==> config.mk <==
export PLATFORM = sky130hd
export DESIGN_NAME = jack_lexer_flat
export DESIGN_NICKNAME = d
export VERILOG_FILES = /design/src/rtl/core/jl_pkg.sv /design/src/rtl/core/jl_in_if.sv /design/src/rtl/core/jl_out_if.sv /design/src/rtl/core/jl_scan.sv /design/src/rtl/core/jl_outq.sv /design/src/rtl/core/jack_lexer.sv /design/src/flat_wrapper.sv
export SDC_FILE = /design/constraint.sdc
export NUM_CORES = 1
export LEC_CHECK = 0
export BUFFER_PORTS_ARGS = -buffer_cell sky130_fd_sc_hd__buf_2
export CORE_MARGIN = 3
export CORE_UTILIZATION = 41
export CTS_CLUSTER_DIAMETER = 100
export CTS_CLUSTER_SIZE = 14
export DETAILED_ROUTE_END_ITERATION = 7
export PLACE_DENSITY = 0.57
export REMOVE_ABC_BUFFERS = 1
export SLEW_MARGIN = 20
export SYNTH_ARGS = -nofsm -noshare
export SYNTH_HDL_FRONTEND = slang
export SYNTH_HIERARCHICAL = 1
export SYNTH_SLANG_ARGS = --single-unit
==> constraint.sdc <==
create_clock -name clk -period 5.5 [get_ports clk]
set_input_delay 0 -clock clk [delete_from_list [all_inputs] [get_ports clk]]
set_output_delay 0 -clock clk [all_outputs]
set_load 0.01 [all_outputs]
==> src/rtl/core/jl_pkg.sv <==
`timescale 1ns / 1ps
// ----------------------------------------------------------------------------
// jl_pkg: shared types, constants and lookup functions of the Jack lexer
// Token kinds, lexer modes, character classes and the keyword table.
// ----------------------------------------------------------------------------
package jl_pkg;

  localparam int POS_BITS = 20;
  localparam int NUM_KW   = 21;

  localparam logic [2:0] KIND_KEYWORD = 3'd0;
  localparam logic [2:0] KIND_SYMBOL  = 3'd1;
  localparam logic [2:0] KIND_STRING  = 3'd2;
  localparam logic [2:0] KIND_INTEGER = 3'd3;
  localparam logic [2:0] KIND_IDENT   = 3'd4;
  localparam logic [2:0] KIND_ERROR   = 3'd5;
  localparam logic [2:0] KIND_END     = 3'd6;

  localparam logic [4:0] NO_KEYWORD = 5'd21;

  localparam logic [7:0] CH_SLASH = 8'h2F;
  localparam logic [7:0] CH_STAR  = 8'h2A;
  localparam logic [7:0] CH_QUOTE = 8'h22;
  localparam logic [7:0] CH_NL    = 8'h0A;
  localparam logic [7:0] CH_EOF   = 8'hFF;

  typedef enum logic [7:0] {
    MODE_IDLE      = 8'b0000_0001,
    MODE_SLASH     = 8'b0000_0010,
    MODE_LINE      = 8'b0000_0100,
    MODE_BLOCK     = 8'b0000_1000,
    MODE_BLOCKSTAR = 8'b0001_0000,
    MODE_IDENT     = 8'b0010_0000,
    MODE_STRING    = 8'b0100_0000,
    MODE_INT       = 8'b1000_0000
  } mode_t;

  typedef struct packed {
    logic [2:0]          kind;
    logic [POS_BITS-1:0] start;
    logic [POS_BITS:0]   length;
    logic [7:0]          sym;
    logic [4:0]          kwn;
    logic                last;
  } token_t;

  typedef struct packed {
    logic [1:0] count;
    token_t     first;
    token_t     second;
  } scan_res_t;

  function automatic token_t make_tok(input logic [2:0] kind,
                                      input logic [POS_BITS-1:0] start,
                                      input logic [POS_BITS:0] length,
                                      input logic [7:0] sym,
                                      input logic [4:0] kwn);
    token_t t;
    t.kind   = kind;
    t.start  = start;
    t.length = length;
    t.sym    = sym;
    t.kwn    = kwn;
    t.last   = 1'b0;
    return t;
  endfunction

  function automatic logic is_space(input logic [7:0] c);
    case (c) inside
      8'h20, 8'h09, 8'h0A, 8'h0D: is_space = 1'b1;
      default:                    is_space = 1'b0;
    endcase
  endfunction

  function automatic logic is_digit(input logic [7:0] c);
    is_digit = (c >= 8'h30) && (c <= 8'h39);
  endfunction

  function automatic logic is_symbol(input logic [7:0] c);
    case (c) inside
      "{", "}", "(", ")", "[", "]", ".", ",", ";",
      "+", "-", "*", "&", "|", "<", ">", "=", "~": is_symbol = 1'b1;
      default:                                   is_symbol = 1'b0;
    endcase
  endfunction

  function automatic logic [3:0] kw_len(input logic [4:0] k);
    unique case (k)
      5'd0:    kw_len = 4'd5;
      5'd1:    kw_len = 4'd11;
      5'd2:    kw_len = 4'd8;
      5'd3:    kw_len = 4'd6;
      5'd4:    kw_len = 4'd5;
      5'd5:    kw_len = 4'd6;
      5'd6:    kw_len = 4'd3;
      5'd7:    kw_len = 4'd3;
      5'd8:    kw_len = 4'd4;
      5'd9:    kw_len = 4'd7;
      5'd10:   kw_len = 4'd4;
      5'd11:   kw_len = 4'd4;
      5'd12:   kw_len = 4'd5;
      5'd13:   kw_len = 4'd4;
      5'd14:   kw_len = 4'd4;
      5'd15:   kw_len = 4'd3;
      5'd16:   kw_len = 4'd2;
      5'd17:   kw_len = 4'd2;
      5'd18:   kw_len = 4'd4;
      5'd19:   kw_len = 4'd5;
      5'd20:   kw_len = 4'd6;
      default: kw_len = 4'd0;
    endcase
  endfunction

  // Right-aligned keyword text, last character in the low byte
  function automatic logic [127:0] kw_word(input logic [4:0] k);
    unique case (k)
      5'd0:    kw_word = 128'("class");
      5'd1:    kw_word = 128'("constructor");
      5'd2:    kw_word = 128'("function");
      5'd3:    kw_word = 128'("method");
      5'd4:    kw_word = 128'("field");
      5'd5:    kw_word = 128'("static");
      5'd6:    kw_word = 128'("var");
      5'd7:    kw_word = 128'("int");
      5'd8:    kw_word = 128'("char");
      5'd9:    kw_word = 128'("boolean");
      5'd10:   kw_word = 128'("void");
      5'd11:   kw_word = 128'("true");
      5'd12:   kw_word = 128'("false");
      5'd13:   kw_word = 128'("null");
      5'd14:   kw_word = 128'("this");
      5'd15:   kw_word = 128'("let");
      5'd16:   kw_word = 128'("do");
      5'd17:   kw_word = 128'("if");
      5'd18:   kw_word = 128'("else");
      5'd19:   kw_word = 128'("while");
      5'd20:   kw_word = 128'("return");
      default: kw_word = '0;
    endcase
  endfunction

  function automatic logic [7:0] kw_char(input logic [4:0] k, input logic [3:0] i);
    logic [127:0] w;
    logic [3:0]   pos;
    w   = kw_word(k);
    pos = kw_len(k) - 4'd1 - i;
    kw_char = w[{pos, 3'b000} +: 8];
  endfunction

  function automatic logic [NUM_KW-1:0] match_kw(input logic [NUM_KW-1:0] cand,
                                                 input logic [POS_BITS:0] idx,
                                                 input logic [7:0] c);
    logic [NUM_KW-1:0] m;
    logic              near;
    m    = '0;
    near = (idx[POS_BITS:4] == '0);
    for (int k = 0; k < NUM_KW; k++) begin
      m[k] = cand[k] && near && (idx[3:0] < kw_len(5'(k)))
             && (kw_char(5'(k), idx[3:0]) == c);
    end
    return m;
  endfunction

endpackage

==> src/rtl/core/jl_in_if.sv <==
`timescale 1ns / 1ps
// ----------------------------------------------------------------------------
// jl_in_if: source byte channel
// Valid/ready channel carrying one source byte or an end mark per transfer.
// ----------------------------------------------------------------------------
interface jl_in_if;
  logic       valid;
  logic       ready;
  logic [7:0] ch;
  logic       at_end;

  modport source (output valid, output ch, output at_end, input ready);
  modport sink   (input valid, input ch, input at_end, output ready);
endinterface

==> src/rtl/core/jl_out_if.sv <==
`timescale 1ns / 1ps
// ----------------------------------------------------------------------------
// jl_out_if: token channel
// Valid/ready channel carrying one token per transfer.
// ----------------------------------------------------------------------------
interface jl_out_if;
  logic                         valid;
  logic                         ready;
  logic [2:0]                   token_kind;
  logic [jl_pkg::POS_BITS-1:0]  token_start;
  logic [jl_pkg::POS_BITS:0]    token_length;
  logic [7:0]                   symbol_char;
  logic [4:0]                   keyword_number;
  logic                         last_of_run;

  modport source (output valid, output token_kind, output token_start,
                  output token_length, output symbol_char, output keyword_number,
                  output last_of_run, input ready);
  modport sink   (input valid, input token_kind, input token_start,
                  input token_length, input symbol_char, input keyword_number,
                  input last_of_run, output ready);
endinterface

==> src/rtl/core/jl_scan.sv <==
`timescale 1ns / 1ps
// ----------------------------------------------------------------------------
// jl_scan: lexer state and single-pass token logic
// Holds mode, position, token start and keyword candidates; yields up to two
// tokens for the byte presented when step is high.
// ----------------------------------------------------------------------------
module jl_scan (
  input  logic                  clk,
  input  logic                  rst,
  input  logic                  step,
  input  logic [7:0]            ch,
  input  logic                  at_end,
  output jl_pkg::scan_res_t     res
);

  localparam int PB = jl_pkg::POS_BITS;

  jl_pkg::mode_t               mode, mode_next;
  logic [PB:0]                 byte_position, byte_position_next;
  logic [PB-1:0]               token_begin, token_begin_next;
  logic [jl_pkg::NUM_KW-1:0]   keyword_candidates, keyword_candidates_next;

  logic                        is_end;
  logic [PB:0]                 span;
  logic [PB:0]                 p_inc;
  logic [PB-1:0]               p_sat, p_inc_sat;
  logic [4:0]                  word_kwn;
  logic                        pre_v, run_idle, idle_v;
  jl_pkg::token_t              pre_tok, idle_tok, first_tok, second_tok;
  jl_pkg::mode_t               idle_mode;
  logic                        idle_set_begin, idle_set_cand;
  logic [PB-1:0]               idle_begin;
  logic [1:0]                  count;

  assign is_end    = at_end || (ch == jl_pkg::CH_EOF);
  assign span      = (byte_position > {1'b0, token_begin})
                     ? byte_position - {1'b0, token_begin} : '0;
  assign p_inc     = byte_position + 1'b1;
  assign p_sat     = byte_position[PB] ? '1 : byte_position[PB-1:0];
  assign p_inc_sat = p_inc[PB] ? '1 : p_inc[PB-1:0];

  always_comb begin
    word_kwn = jl_pkg::NO_KEYWORD;
    for (int k = jl_pkg::NUM_KW - 1; k >= 0; k--) begin
      if (keyword_candidates[k] && ({{(PB-3){1'b0}}, jl_pkg::kw_len(5'(k))} == span)) begin
        word_kwn = 5'(k);
      end
    end
  end

  // Token start handling from the between-tokens state
  always_comb begin
    idle_mode      = jl_pkg::MODE_IDLE;
    idle_set_begin = 1'b0;
    idle_set_cand  = 1'b0;
    idle_begin     = p_sat;
    idle_v         = 1'b0;
    idle_tok       = jl_pkg::make_tok(jl_pkg::KIND_END, '0, '0, 8'd0, jl_pkg::NO_KEYWORD);
    if (is_end) begin
      idle_v = 1'b1;
    end else if (ch == jl_pkg::CH_QUOTE) begin
      idle_set_begin = 1'b1;
      idle_begin     = p_inc_sat;
      idle_mode      = jl_pkg::MODE_STRING;
    end else if (jl_pkg::is_digit(ch)) begin
      idle_set_begin = 1'b1;
      idle_mode      = jl_pkg::MODE_INT;
    end else if (ch == jl_pkg::CH_SLASH) begin
      idle_set_begin = 1'b1;
      idle_mode      = jl_pkg::MODE_SLASH;
    end else if (jl_pkg::is_symbol(ch)) begin
      idle_set_begin = 1'b1;
      idle_v         = 1'b1;
      idle_tok       = jl_pkg::make_tok(jl_pkg::KIND_SYMBOL, p_sat, (PB+1)'(1), ch,
                                        jl_pkg::NO_KEYWORD);
    end else if (!jl_pkg::is_space(ch)) begin
      idle_set_begin = 1'b1;
      idle_set_cand  = 1'b1;
      idle_mode      = jl_pkg::MODE_IDENT;
    end
  end

  always_comb begin
    mode_next               = mode;
    keyword_candidates_next = keyword_candidates;
    pre_v                   = 1'b0;
    run_idle                = 1'b0;
    pre_tok                 = jl_pkg::make_tok(jl_pkg::KIND_SYMBOL, token_begin, (PB+1)'(1),
                                               jl_pkg::CH_SLASH, jl_pkg::NO_KEYWORD);
    unique case (mode) inside
      jl_pkg::MODE_IDLE: begin
        run_idle = 1'b1;
      end
      jl_pkg::MODE_SLASH: begin
        if (!is_end && ch == jl_pkg::CH_SLASH) begin
          mode_next = jl_pkg::MODE_LINE;
        end else if (!is_end && ch == jl_pkg::CH_STAR) begin
          mode_next = jl_pkg::MODE_BLOCK;
        end else begin
          pre_v    = 1'b1;
          run_idle = 1'b1;
        end
      end
      jl_pkg::MODE_LINE: begin
        if (is_end) begin
          run_idle = 1'b1;
        end else if (ch == jl_pkg::CH_NL) begin
          mode_next = jl_pkg::MODE_IDLE;
        end
      end
      jl_pkg::MODE_BLOCK, jl_pkg::MODE_BLOCKSTAR: begin
        if (is_end) begin
          run_idle = 1'b1;
        end else if (ch == jl_pkg::CH_STAR) begin
          mode_next = jl_pkg::MODE_BLOCKSTAR;
        end else if (ch == jl_pkg::CH_SLASH && mode == jl_pkg::MODE_BLOCKSTAR) begin
          mode_next = jl_pkg::MODE_IDLE;
        end else begin
          mode_next = jl_pkg::MODE_BLOCK;
        end
      end
      jl_pkg::MODE_IDENT: begin
        if (is_end || jl_pkg::is_space(ch) || jl_pkg::is_symbol(ch)) begin
          pre_v    = 1'b1;
          run_idle = 1'b1;
          keyword_candidates_next = '0;
          pre_tok  = jl_pkg::make_tok((word_kwn == jl_pkg::NO_KEYWORD)
                                      ? jl_pkg::KIND_IDENT : jl_pkg::KIND_KEYWORD,
                                      token_begin, span, 8'd0, word_kwn);
        end else begin
          keyword_candidates_next = jl_pkg::match_kw(keyword_candidates, span, ch);
        end
      end
      jl_pkg::MODE_STRING: begin
        if (is_end || ch == jl_pkg::CH_NL) begin
          pre_v     = 1'b1;
          mode_next = jl_pkg::MODE_IDLE;
          pre_tok   = jl_pkg::make_tok(jl_pkg::KIND_ERROR, token_begin, span, 8'd0,
                                       jl_pkg::NO_KEYWORD);
        end else if (ch == jl_pkg::CH_QUOTE) begin
          pre_v     = 1'b1;
          mode_next = jl_pkg::MODE_IDLE;
          pre_tok   = jl_pkg::make_tok(jl_pkg::KIND_STRING, token_begin, span, 8'd0,
                                       jl_pkg::NO_KEYWORD);
        end
      end
      jl_pkg::MODE_INT: begin
        if (is_end || !jl_pkg::is_digit(ch)) begin
          pre_v    = 1'b1;
          run_idle = 1'b1;
          pre_tok  = jl_pkg::make_tok(jl_pkg::KIND_INTEGER, token_begin, span, 8'd0,
                                      jl_pkg::NO_KEYWORD);
        end
      end
      default: begin
        mode_next = jl_pkg::MODE_IDLE;
      end
    endcase

    token_begin_next = token_begin;
    if (run_idle) begin
      mode_next = idle_mode;
      if (idle_set_begin) begin
        token_begin_next = idle_begin;
      end
      if (idle_set_cand) begin
        keyword_candidates_next = jl_pkg::match_kw('1, '0, ch);
      end
    end

    byte_position_next = byte_position;
    if (!at_end && !byte_position[PB]) begin
      byte_position_next = p_inc;
    end
  end

  always_comb begin
    count      = 2'(pre_v) + 2'(run_idle && idle_v);
    first_tok  = pre_v ? pre_tok : idle_tok;
    second_tok = idle_tok;
    first_tok.last  = (count == 2'd1);
    second_tok.last = 1'b1;
    res.count  = count;
    res.first  = first_tok;
    res.second = second_tok;
  end

  always_ff @(posedge clk) begin
    if (rst) begin
      mode               <= jl_pkg::MODE_IDLE;
      byte_position      <= '0;
      token_begin        <= '0;
      keyword_candidates <= '0;
    end else if (step) begin
      mode               <= mode_next;
      byte_position      <= byte_position_next;
      token_begin        <= token_begin_next;
      keyword_candidates <= keyword_candidates_next;
    end
  end

endmodule

==> src/rtl/core/jl_outq.sv <==
`timescale 1ns / 1ps
// ----------------------------------------------------------------------------
// jl_outq: two-entry token result register
// Holds the tokens of one scanned byte and hands them out one per transfer.
// ----------------------------------------------------------------------------
module jl_outq (
  input  logic                  clk,
  input  logic                  rst,
  input  logic                  load,
  input  jl_pkg::scan_res_t     res,
  output logic                  space,
  jl_out_if.source              tokens
);

  logic [1:0]     count;
  jl_pkg::token_t slot0, slot1;
  logic           pop;

  assign pop   = (count != 2'd0) && tokens.ready;
  assign space = (count == 2'd0) || ((count == 2'd1) && tokens.ready);

  always_ff @(posedge clk) begin
    if (rst) begin
      count <= 2'd0;
    end else if (load && res.count != 2'd0) begin
      count <= res.count;
    end else if (pop) begin
      count <= count - 2'd1;
    end
  end

  always_ff @(posedge clk) begin
    if (load && res.count != 2'd0) begin
      slot0 <= res.first;
      slot1 <= res.second;
    end else if (pop && count == 2'd2) begin
      slot0 <= slot1;
    end
  end

  assign tokens.valid          = (count != 2'd0);
  assign tokens.token_kind     = slot0.kind;
  assign tokens.token_start    = slot0.start;
  assign tokens.token_length   = slot0.length;
  assign tokens.symbol_char    = slot0.sym;
  assign tokens.keyword_number = slot0.kwn;
  assign tokens.last_of_run    = slot0.last;

endmodule

==> src/rtl/core/jack_lexer.sv <==
`timescale 1ns / 1ps
// ----------------------------------------------------------------------------
// jack_lexer: streaming tokenizer for the Jack language
// Turns a byte stream into keyword, symbol, string, integer, identifier,
// error and end tokens, skipping whitespace and comments.
// ----------------------------------------------------------------------------
// Usage:
//   text   : one source byte per transfer, or an end mark (at_end, or byte
//            0xFF). After an end the lexer starts afresh; offsets keep counting.
//   tokens : one token per transfer; last_of_run flags the final token caused
//            by a byte. A byte gives zero, one or two tokens.
//   Order:   a byte taken into the scan stage register is scanned into the
//            result register when it has space; tokens are offered from there.
//   Throughput: one byte per cycle while tokens.ready is high. A byte that
//            yields two tokens holds the next byte in the scan stage while
//            the second token drains from the two-entry result register.
//   Stalls: while tokens.ready is low the result register fills, the scan
//            stage holds its byte and text.ready falls; nothing is lost.
//   Reset (rst, synchronous): mode between tokens, offset zero, result
//            register empty.
// ----------------------------------------------------------------------------
module jack_lexer (
  input  logic         clk,
  input  logic         rst,
  jl_in_if.sink        text,
  jl_out_if.source     tokens
);

  logic              s1_valid;
  logic [7:0]        s1_ch;
  logic              s1_at_end;
  logic              space;
  logic              take;
  jl_pkg::scan_res_t res;

  assign take       = s1_valid && space;
  assign text.ready = !s1_valid || space;

  always_ff @(posedge clk) begin
    if (rst) begin
      s1_valid <= 1'b0;
    end else if (text.valid && text.ready) begin
      s1_valid <= 1'b1;
    end else if (take) begin
      s1_valid <= 1'b0;
    end
  end

  always_ff @(posedge clk) begin
    if (text.valid && text.ready) begin
      s1_ch     <= text.ch;
      s1_at_end <= text.at_end;
    end
  end

  jl_scan u_scan (
    .clk    (clk),
    .rst    (rst),
    .step   (take),
    .ch     (s1_ch),
    .at_end (s1_at_end),
    .res    (res)
  );

  jl_outq u_outq (
    .clk    (clk),
    .rst    (rst),
    .load   (take),
    .res    (res),
    .space  (space),
    .tokens (tokens)
  );

  a_pair_offered: assert property (@(posedge clk) disable iff (rst)
    take && res.count == 2'd2 |=> tokens.valid && !tokens.last_of_run)
    else $error("first of a token pair not offered");

  a_stage_holds: assert property (@(posedge clk) disable iff (rst)
    s1_valid && !space |=> s1_valid && $stable(s1_ch) && $stable(s1_at_end))
    else $error("scan stage lost a waiting byte");

  a_end_last: assert property (@(posedge clk) disable iff (rst)
    tokens.valid && tokens.token_kind == jl_pkg::KIND_END |-> tokens.last_of_run)
    else $error("end token not last of its run");

  a_symbol_len: assert property (@(posedge clk) disable iff (rst)
    tokens.valid && tokens.token_kind == jl_pkg::KIND_SYMBOL
    |-> tokens.token_length == (jl_pkg::POS_BITS+1)'(1))
    else $error("symbol token length not one");

endmodule

==> src/flat_wrapper.sv <==
// flat-port wrapper written by rule: the top's interface ports become plain ports
module jack_lexer_flat 
  (clk, rst, text_valid, text_ch, text_at_end, text_ready, tokens_valid, tokens_token_kind, tokens_token_start, tokens_token_length, tokens_symbol_char, tokens_keyword_number, tokens_last_of_run, tokens_ready);
  jl_in_if text_i ();
  jl_out_if tokens_i ();
  input  logic clk;
  input  logic rst;
  input wire logic [$bits(text_i.valid)-1:0] text_valid;
  input wire logic [$bits(text_i.ch)-1:0] text_ch;
  input wire logic [$bits(text_i.at_end)-1:0] text_at_end;
  output wire logic [$bits(text_i.ready)-1:0] text_ready;
  output wire logic [$bits(tokens_i.valid)-1:0] tokens_valid;
  output wire logic [$bits(tokens_i.token_kind)-1:0] tokens_token_kind;
  output wire logic [$bits(tokens_i.token_start)-1:0] tokens_token_start;
  output wire logic [$bits(tokens_i.token_length)-1:0] tokens_token_length;
  output wire logic [$bits(tokens_i.symbol_char)-1:0] tokens_symbol_char;
  output wire logic [$bits(tokens_i.keyword_number)-1:0] tokens_keyword_number;
  output wire logic [$bits(tokens_i.last_of_run)-1:0] tokens_last_of_run;
  input wire logic [$bits(tokens_i.ready)-1:0] tokens_ready;
  assign text_i.valid = text_valid;
  assign text_i.ch = text_ch;
  assign text_i.at_end = text_at_end;
  assign text_ready = text_i.ready;
  assign tokens_valid = tokens_i.valid;
  assign tokens_token_kind = tokens_i.token_kind;
  assign tokens_token_start = tokens_i.token_start;
  assign tokens_token_length = tokens_i.token_length;
  assign tokens_symbol_char = tokens_i.symbol_char;
  assign tokens_keyword_number = tokens_i.keyword_number;
  assign tokens_last_of_run = tokens_i.last_of_run;
  assign tokens_i.ready = tokens_ready;
  jack_lexer u_core (.clk(clk), .rst(rst), .text(text_i), .tokens(tokens_i));
endmodule
==> results.toml <==
[status]
status = "finished, final reports clean"

[yosys]
synth_area_per_cell_sq_um = 8.13
synth_top_flop_cell = "edfxtp_1"
postSynthCellCount = 1756
netlist_area_sq_um = 14300
ys_seq_elements = 198
synthArstFlopShare_pct = 0
ys_seq_area_share_pct = 36.5
yosysWarningCount = 6
synth_edf_count = 125
synth.distinct_cells = 98

[worst_setup_path]
slowest_delay_ns = 0.55
critical_path_class = "flip-flop to flip-flop"
rr_worst_depth = 17
required_ns = 5.87
cp_max_fo = 11
end_kind = "flip-flop"
reg2reg_slack_ns = 0.45
crit_chain = "inv_1, ha_1, nand2_1, o211ai_1, a41oi_2, nor2_2, and3_1, inv_1, buf_4, ha_1, a21oi_1, xnor2_1, and3_1, or3_1, a221oi_1, nand4_1, o41ai_2"
cp.arrival_ns = 5.41
r2r-start = "u_core/u_scan/token_begin[16]"
start_kind = "flip-flop"
cp_slowest_cell = "a221oi_1"
r2r-end = "u_core/u_scan/keyword_candidates[19]"

[hold_path]
min-delay-start = "rst"
worstHoldEndpoint = "u_core/u_scan/byte_position[2]"
worstHoldPathType = "input pin to flip-flop"
holdPathStages = 2

[floorplanning]
initial_core_util_pct = 42.0
die_area_sq_um = 37100
die_w_um = 193
ios = 73
coreArea_sq_um = 34000
chipHeight_um = 193
num_rows = 67

[sta]
hold_viol_final = 0
skew_ns = 0.0144
setup_violations = 0
post-route-period-util_pct = 91.8
slew_violations = 0
max_slew_margin_pct = 39.9
worst_hold_slack_ns = 0.0335
min_period_ns = 5.05
finalSetupTns_ns = 0
fmax_mhz = 198
setup_slack_ns = 0.452
tightest_slew_ns = 0.901
rsz0062_at_grt = "no"

[pwr]
p_per_area_nw_per_um2 = 283
power.leakage_nw = 6.03
ir_drop_uv = 280
finalPower_mw = 4.45

[place]
port-buffer-count = 72
dpl_cell_area_sq_um = 15000
dp_cells = 2200
pre_cts_ws_ns = 0.599
dp_hpwl_mm = 34.1
routabilityCongestion = 0.990

[global_route]
grt_pass1_wl_mm = 72.3
antenna_found_initial = 0
overflow = 0
first_global_vias = 12508
grt_util_all_layers_pct = 25.2
grt_max_degree = 58

[drt]
drc = 0
postRouteAntennaNets = 0
wl_mm = 46.6
first_iter_violations = 1420
via_per_inst = 5.84
wire_per_inst_um = 20.8
num_vias = 13110
first_pass_iters = 6

[cells_and_area]
layout_commonest_cell = "nand2_1"
layout_common_cells = "nand2_1 (337), nor2_1 (166), edfxtp_1 (125), a21oi_1 (119), dfxtp_1 (73)"
final_area_sq_um = 15700
antenna_cells = 0
area_growth_pct = 9.96
drive_above_1_share_pct = 12.3
layout.cells.non_filler = 2243
n_fill_cell = 3342
final_util_pct = 46.2
nets = 1845

[clocking]
clock_latency_ns = 0.46
root_buffer = "clkbuf_16"
cts_tree = "built"
cts.sinks = 198
cts-buffers-inserted = 17
clkTransAtPathRegs_ns = 0.09
ctsResizeCount = 0
ctsLongestPathBuffers = 2
h-tree-depth = 4

[job]
maxCapViolCount = 0
power breakdown:
group	leakage [nW]	internal (mW)	switching, mW
Clock	0.291	0.618	0.666
Combinational	4.00	0.420	0.895
Sequential	1.74	1.78	0.0650
registers in the layout, summed over array words and instances (netlist names), 2 cells and up:
signal                               count
u_core/u_scan/keyword_candidates        21
u_core/u_scan/mode                       8
u_core/u_outq/tokens.token_length       21
u_core/u_outq/count                      2
u_core/u_scan/token_begin               20
u_core/u_scan/byte_position             21
u_core/u_outq/tokens.token_kind          3
u_core/u_outq/tokens.symbol_char         8
u_core/u_outq/tokens.keyword_number      5
u_core/s1_ch                             8
u_core/u_outq/slot1                     58
u_core/u_outq/tokens.token_start        20
synthesized netlist by cell type (22+ instances only):
cell type	count	area [sq um]
nor2_1	166	623
nand2_1	338	1270
buf_2	26	130
nand4_1	34	213
mux2_2	23	259
nand3_1	51	255
dfxtp_1	73	1460
a31oi_1	22	138
xnor2_1	52	455
a21oi_1	119	596
xor2_1	31	272
o21ai_0	70	350
buf_4	32	240
ha_1	49	613
clkbuf_1	82	308
edfxtp_1	125	3750
nor3_1	38	190
inv_1	56	210
cell families after synthesis:
logic type,Yosys count,share of synthesized area (%)
mux,37,2.80
xor+xnor,83,5.09
flops,198,36.5
compound gates,392,18.5
other cells,2,0.0526
fa+ha+maj,50,4.44
simple gates,782,25.8
buf+inv,212,6.82
worst max-delay path, delay by kind of cell (launching register included):
kind	cells	cell delay (ns)
xor gates and xnor gates	1	0.11
adders and majority gates	2	0.66
DFF	1	0.37
and+or+nand+nor	6	1.80
buffers and inverters	3	0.47
AOI/OAI and AO/OA	5	1.55
per-layer routing:
metal  global-route usage [%]  vias to the layer above  wire length, um
met1                     32.4                     6223            20000
met5                        0                        -                0
met2                     42.7                      524            22400
li1                         -                     6263                -
met3                     3.63                      100             2410
met4                     10.1                        0             1770
how the worst max path moves through the flow:
stage / start / endpoint / slack, ns / cells past startpoint
detailed placement: u_core/u_scan/token_begin[16] / u_core/u_scan/keyword_candidates[19] / 0.60 / 17
CTS: u_core/u_scan/token_begin[16] / u_core/u_scan/keyword_candidates[19] / 0.56 / 17
finish: u_core/u_scan/token_begin[16] / u_core/u_scan/keyword_candidates[19] / 0.45 / 17
global route: u_core/u_scan/token_begin[16] / u_core/u_outq/tokens.token_kind[2] / 0.08 / 19
global placement: u_core/u_scan/token_begin[16] / u_core/u_scan/keyword_candidates[19] / 0.68 / 17
floorplan: u_core/s1_ch[2] / u_core/u_outq/tokens.keyword_number[0] / -1.27 / 10
layout make-up:
cell class                 instances  area (sq um)  share of cell area [%]
multi-input combinational       1372          8200                    52.2
timing repair buffer             135           898                    5.72
tap                              448           561                    3.57
sequential                       198          5220                    33.2
inverter                          58           220                    1.40
clock inverter                    15           178                    1.13
clock buffer                      17           425                    2.71
repair_timing:
item	in CTS	in global routing
hold buffers	11	0
setup buffers	0	0
hold endpoints to repair	20	0
(Power assumes the default switching activity.)
